$ cat config.mk
export PLATFORM = sky130hd
export DESIGN_NAME = fc_cell
export DESIGN_NICKNAME = d
export VERILOG_FILES = /design/src/design/fc_pkg.sv /design/src/design/fc_cell.sv
export SDC_FILE = /design/constraint.sdc
export NUM_CORES = 2
export LEC_CHECK = 0
export BUFFER_PORTS_ARGS = -buffer_cell sky130_fd_sc_hd__buf_4
export CORE_ASPECT_RATIO = 1.25
export CORE_MARGIN = 2
export CORE_UTILIZATION = 30
export DETAILED_ROUTE_END_ITERATION = 10
export PLACE_DENSITY = 0.42
export SLEW_MARGIN = 20
export SYNTH_ARGS = -nofsm -noshare
export SYNTH_HDL_FRONTEND = slang
export SYNTH_SLANG_ARGS = --single-unit
$ cat constraint.sdc
create_clock -name clk -period 12.55 [get_ports clk]
set_input_delay 1.255 -clock clk [delete_from_list [all_inputs] [get_ports clk]]
set_output_delay 1.255 -clock clk [all_outputs]
set_load 0.02 [all_outputs]
$ cat src/design/fc_pkg.sv
// Shared types and constants for the frustum cull test block.
package fc_pkg;

  localparam int REG_COUNT = 6;
  localparam int REG_IDX_W = 3;
  localparam int PLANE_W   = 64;
  localparam int FRAC_BITS = 14;

  localparam int NX_LSB = 0;
  localparam int NY_LSB = 16;
  localparam int NZ_LSB = 32;
  localparam int D_LSB  = 48;

  localparam logic [1:0] CLASS_INSIDE     = 2'd0;
  localparam logic [1:0] CLASS_INTERSECTS = 2'd1;
  localparam logic [1:0] CLASS_OUTSIDE    = 2'd2;

  localparam int OUT_TDATA_W = 8;

  typedef struct packed {
    logic skip;
    logic sph_out;
    logic sph_cross;
    logic cube_out;
    logic cube_cross;
  } fc_flags_t;

endpackage

$ cat src/design/fc_cell.sv
// One plane cell: holds a plane, tests the passing object against it, hands it on.
module fc_cell #(
  parameter int CB = 16
) (
  input  logic                         clk,
  input  logic                         rst_n,
  input  logic                         cfg_we,
  input  logic [fc_pkg::PLANE_W-1:0]   cfg_wdata,
  input  logic                         up_valid,
  output logic                         up_ready,
  input  logic signed [CB-1:0]         up_cx,
  input  logic signed [CB-1:0]         up_cy,
  input  logic signed [CB-1:0]         up_cz,
  input  logic [CB-2:0]                up_rad,
  input  fc_pkg::fc_flags_t            up_flags,
  output logic                         dn_valid,
  input  logic                         dn_ready,
  output logic signed [CB-1:0]         dn_cx,
  output logic signed [CB-1:0]         dn_cy,
  output logic signed [CB-1:0]         dn_cz,
  output logic [CB-2:0]                dn_rad,
  output fc_pkg::fc_flags_t            dn_flags
);
  import fc_pkg::*;

  localparam int PW = CB + 16;
  localparam int RW = CB + 16;
  localparam int DW = (CB + 20 > 34) ? CB + 20 : 34;

  logic [PLANE_W-1:0] plane_r;

  logic signed [15:0] nx, ny, nz, dpl;
  logic signed [16:0] nxe, nye, nze;
  logic [16:0]        anx, any_n, anz, abssum;

  logic                a_v_r;
  logic signed [PW-1:0] a_px_r, a_py_r, a_pz_r;
  logic [RW-1:0]        a_pr_r;
  logic signed [CB-1:0] a_cx_r, a_cy_r, a_cz_r;
  logic [CB-2:0]        a_rad_r;
  fc_flags_t            a_flags_r;
  logic                 a_rdy;

  logic                 b_v_r;
  logic signed [CB-1:0] b_cx_r, b_cy_r, b_cz_r;
  logic [CB-2:0]        b_rad_r;
  fc_flags_t            b_flags_r;
  fc_flags_t            b_flags_nxt;
  logic                 b_rdy;

  logic signed [DW-1:0] dot, dq, big_r, rr, pdist, s_lo, s_hi, c_lo, c_hi;

  always_ff @(posedge clk) begin
    if (!rst_n) begin
      plane_r <= '0;
    end else if (cfg_we) begin
      plane_r <= cfg_wdata;
    end
  end

  assign nx  = plane_r[NX_LSB +: 16];
  assign ny  = plane_r[NY_LSB +: 16];
  assign nz  = plane_r[NZ_LSB +: 16];
  assign dpl = plane_r[D_LSB +: 16];

  assign nxe    = 17'(nx);
  assign nye    = 17'(ny);
  assign nze    = 17'(nz);
  assign anx    = nxe[16] ? 17'(-nxe) : 17'(nxe);
  assign any_n  = nye[16] ? 17'(-nye) : 17'(nye);
  assign anz    = nze[16] ? 17'(-nze) : 17'(nze);
  assign abssum = anx + any_n + anz;

  assign b_rdy    = !b_v_r || dn_ready;
  assign a_rdy    = !a_v_r || b_rdy;
  assign up_ready = a_rdy;

  // stage A: products
  always_ff @(posedge clk) begin
    if (!rst_n) begin
      a_v_r <= 1'b0;
    end else if (a_rdy) begin
      a_v_r <= up_valid;
    end
  end

  always_ff @(posedge clk) begin
    if (a_rdy && up_valid) begin
      a_px_r    <= PW'(nx) * PW'(up_cx);
      a_py_r    <= PW'(ny) * PW'(up_cy);
      a_pz_r    <= PW'(nz) * PW'(up_cz);
      a_pr_r    <= RW'(up_rad) * RW'(abssum);
      a_cx_r    <= up_cx;
      a_cy_r    <= up_cy;
      a_cz_r    <= up_cz;
      a_rad_r   <= up_rad;
      a_flags_r <= up_flags;
    end
  end

  // stage B: sums and compares
  assign dot   = DW'(a_px_r) + DW'(a_py_r) + DW'(a_pz_r);
  assign dq    = DW'(dpl) <<< FRAC_BITS;
  assign big_r = DW'({a_rad_r, {FRAC_BITS{1'b0}}});
  assign rr    = DW'(a_pr_r);
  assign pdist = dot + dq;
  assign s_lo  = pdist + big_r;
  assign s_hi  = pdist - big_r;
  assign c_lo  = pdist + rr;
  assign c_hi  = pdist - rr;

  always_comb begin
    b_flags_nxt            = a_flags_r;
    b_flags_nxt.sph_out    = a_flags_r.sph_out || (s_lo < 0);
    b_flags_nxt.sph_cross  = a_flags_r.sph_cross || ((s_lo > 0) && (s_hi < 0));
    b_flags_nxt.cube_out   = a_flags_r.cube_out || (c_lo < 0);
    b_flags_nxt.cube_cross = a_flags_r.cube_cross || (c_hi < 0);
  end

  always_ff @(posedge clk) begin
    if (!rst_n) begin
      b_v_r <= 1'b0;
    end else if (b_rdy) begin
      b_v_r <= a_v_r;
    end
  end

  always_ff @(posedge clk) begin
    if (b_rdy && a_v_r) begin
      b_cx_r    <= a_cx_r;
      b_cy_r    <= a_cy_r;
      b_cz_r    <= a_cz_r;
      b_rad_r   <= a_rad_r;
      b_flags_r <= b_flags_nxt;
    end
  end

  assign dn_valid = b_v_r;
  assign dn_cx    = b_cx_r;
  assign dn_cy    = b_cy_r;
  assign dn_cz    = b_cz_r;
  assign dn_rad   = b_rad_r;
  assign dn_flags = b_flags_r;

endmodule

==> key figures <==
Timing
  – Rel. slew slack: between 20% and 30%
  – Tcrit/Tclk final: between 80 and 90%
  – Setup violators final: 0
  – Final count of pins violating max slew: 0
  – Least-Margin Pin Slew: roughly 1.1 ns
  – Final min period: 10.74 ns
  – Skew final: between 0.02 and 0.025 ns
  – Highest clock rate: roughly 0.093 GHz
  – RSZ-0062 raised after global routing: no
  – Hold violation count in the final report: 0
  – Fin Setup TNS: 0 ns

Critical path
  – Most common cell type on the critical path: fa_1
  – Worst EP arrival: 11.14 ns
  – CP Capture Type: register
  – Startpoint types: register
  – Critical Path RT: 12.95 ns
  – CP max FO: 19
  – CP top delay family: adder cells
  – Crit path max-delay cell type: dfxtp_1
  – Critical Path Max Stage Delay: approximately 0.71 ns
  – Critical path buffer and inverter count: 8
  – Crit Path Class: reg2reg

Floorplanning
  – DIE WIDTH: ~390 um
  – Initial Util: 30.2%
  – # IOs: slightly above 200
  – Die footprint: around 190000 um^2
  – Die Y-Extent: 483 um
  – Std-Cell Rows: ~180
  – Core area: ~180000 um^2

Route
  – Antenna-violating nets left: 0
  – Vias: approximately 38000
  – Drt via density: 4.64
  – Pre-antenna DRT Iters: 5
  – WL/cell: around 21 um
  – Post-route DRC violation count: 0
  – Routed wire length: 171 mm
  – Initial drt markers: roughly 1800

Synthesis
  – Async SR Flop Fraction: 0%
  – Area of the mapped netlist: ~55000 um^2
  – Synth cell types: 75
  – Synthesized area per cell: around 9.9 um^2
  – Most used DFF post-synth: edfxtp_1
  – Post-synth EDFFs: between 200 and 300
  – Ys Warns: 0
  – Seq/Total Area, Yosys: between 10% and 20%
  – Syn Nets: roughly 7200
  – Mapped Cells: around 5600
  – Yosys reg bits: 330

Placed design
  – Routability congestion estimate: ~0.84
  – Placed insts: between 8000 and 9000
  – Port Buffer Count: 206
  – Detailed Place HPWL: 138 mm

GRT
  – Vias in the first global route: roughly 42000
  – Largest net degree at the start of global routing: 67
  – Grt ovf: 0
  – First-pass GRT wire length: about 260 mm
  – All-Layer GR Usage: between 10% and 20%
  – Initial antenna violation count: 20

Clock network
  – Hold buffers post-CTS: 0
  – Reg clk slew, reported paths: 0.07 ns
  – CTS H-tree lvls: 2
  – Clk sinks: 330
  – CTS tree: built
  – Max Root-Sink Buffers: 3
  – CTS Buf Count: 47
  – Worst skew pair latency: ~0.67 ns
  – Post-CTS sizing: 0
  – Postcts setup bufs: 0
  – Root Driver: clkbuf_16

Run status
  – Run status: completed

Finish
  – Non-filler cells, final: a little over 8000
  – Share of layout cells above drive strength 1: 6.58%
  – Final nets: approximately 7400
  – Area of the multi-input gates: a little over 40000 um^2
  – Fillers: between 15000 and 20000
  – Register Area: a little over 9000 um^2
  – Area growth, synth to finish: 10.8%

Job
  – Max-Cap Viols: 0

Min path
  – HP Class: reg2reg
==> metal layers <==
metal / wire (um) / part of all wire (%) / vias to the layer above / track usage [%]
li1: - / - / 17300 / -
met4: 6150 / 3.6 / 4 / 6.46
met3: 6850 / 4.0 / 196 / 2.32
met1: 73200 / 43 / 19400 / 23.9
met5: 23 / 0.013 / - / 0
met2: 84600 / 50 / 745 / 33.1
==> cells by family after synthesis <==
group / synth area share [%]
DFF: 16.8
xor gates and xnor gates: 3.47
muxes: 1.28
and+or+nand+nor: 13.5
AOI/OAI and AO/OA: 5.82
buffers and inverters: 9.61
adders and majority gates: 49.5
==> cells in the final DEF, fill, tap and decap left out, types with 82 or more instances in the layout <==
master	instances
nor2b_1	93
edfxtp_1	264
and2_1	443
buf_4	270
inv_1	1208
a21oi_1	167
xnor2_1	157
nand2_1	617
o21ai_0	82
ha_1	497
nor2_1	113
fa_1	1049
==> cell type report <==
cell class / count / area share, %
diodes: 7 / 0.0287
well taps: 2389 / 4.90
multi-input cells: 3818 / 66.4
clock buffers: 53 / 2.07
flip-flops and latches: 330 / 15.2
clock inverters: 33 / 0.665
inverters: 1208 / 7.44
repair buffers: 270 / 3.32
==> stage by stage <==
stage | setup WS, ns | utilization, % | hold slack, ns | instance area (um^2)
floorplan | 2.87 | - | 0.400 | 55000
global placement | 2.00 | 32.6 | 0.401 | 59300
detailed placement | 1.85 | 32.6 | 0.405 | 59300
CTS | 1.81 | 33.5 | 0.402 | 61000
global route | 0.908 | 33.5 | 0.416 | 61000
finish | 1.81 | 33.5 | 0.407 | 61000
==> worst register-to-register path: cells and delay by family, from the launching register on <==
family | cells | cell delay (ns)
fa+ha+maj | 11 | 4.65
buf+inv | 8 | 0.72
simple gates | 3 | 0.67
flops | 1 | 0.71
mux | 1 | 0.12
xor+xnor | 2 | 0.26
compound gates | 15 | 3.37
==> synthesized netlist by cell type, types with 30 or more instances <==
| master | count | share of area (%) |
|---|---|---|
| fa_1 | 1049 | 38 |
| ha_1 | 497 | 11 |
| a21o_1 | 67 | 0.91 |
| nor2b_1 | 94 | 1.1 |
| clkbuf_1 | 189 | 1.3 |
| nand2b_1 | 69 | 0.78 |
| and2_1 | 444 | 5.0 |
| xor2_1 | 61 | 0.97 |
| nand2_1 | 617 | 4.2 |
| xnor2_1 | 157 | 2.5 |
| inv_1 | 1208 | 8.2 |
| o21bai_1 | 30 | 0.41 |
| nor2_1 | 115 | 0.78 |
| edfxtp_1 | 264 | 14 |
| o21ai_0 | 82 | 0.75 |
| dfxtp_1 | 66 | 2.4 |
| a21oi_1 | 167 | 1.5 |
| mux2i_1 | 68 | 1.2 |
==> state kept, by name (all words and copies together) (netlist names) <==
| register | count |
|---|---|
| dn_flags | 5 |
| a_rad_r | 15 |
| a_px_r | 32 |
| a_cx_r | 16 |
| a_v_r | 1 |
| dn_rad | 15 |
| dn_cx | 16 |
| plane_r | 64 |
| a_cy_r | 16 |
| dn_cz | 16 |
| a_py_r | 32 |
| a_pr_r | 32 |
| a_flags_r | 5 |
| dn_valid | 1 |
| a_cz_r | 16 |
| a_pz_r | 32 |
| dn_cy | 16 |
==> worst paths after layout <==
path | startpoint | end | slack, ns | depth (start not counted)
worst min register to register | a_cz_r[2] | dn_cz[2] | 0.41 | 0
worst min-delay path | a_cz_r[2] | dn_cz[2] | 0.41 | 0
worst max-delay path | plane_r[33] | a_pr_r[31] | 1.81 | 40
worst max register to register | plane_r[33] | a_pr_r[31] | 1.81 | 40
Power is left out: the tool's default activity adds up to more than one toggle a clock period on the data nets, which glitch-free logic cannot reach.
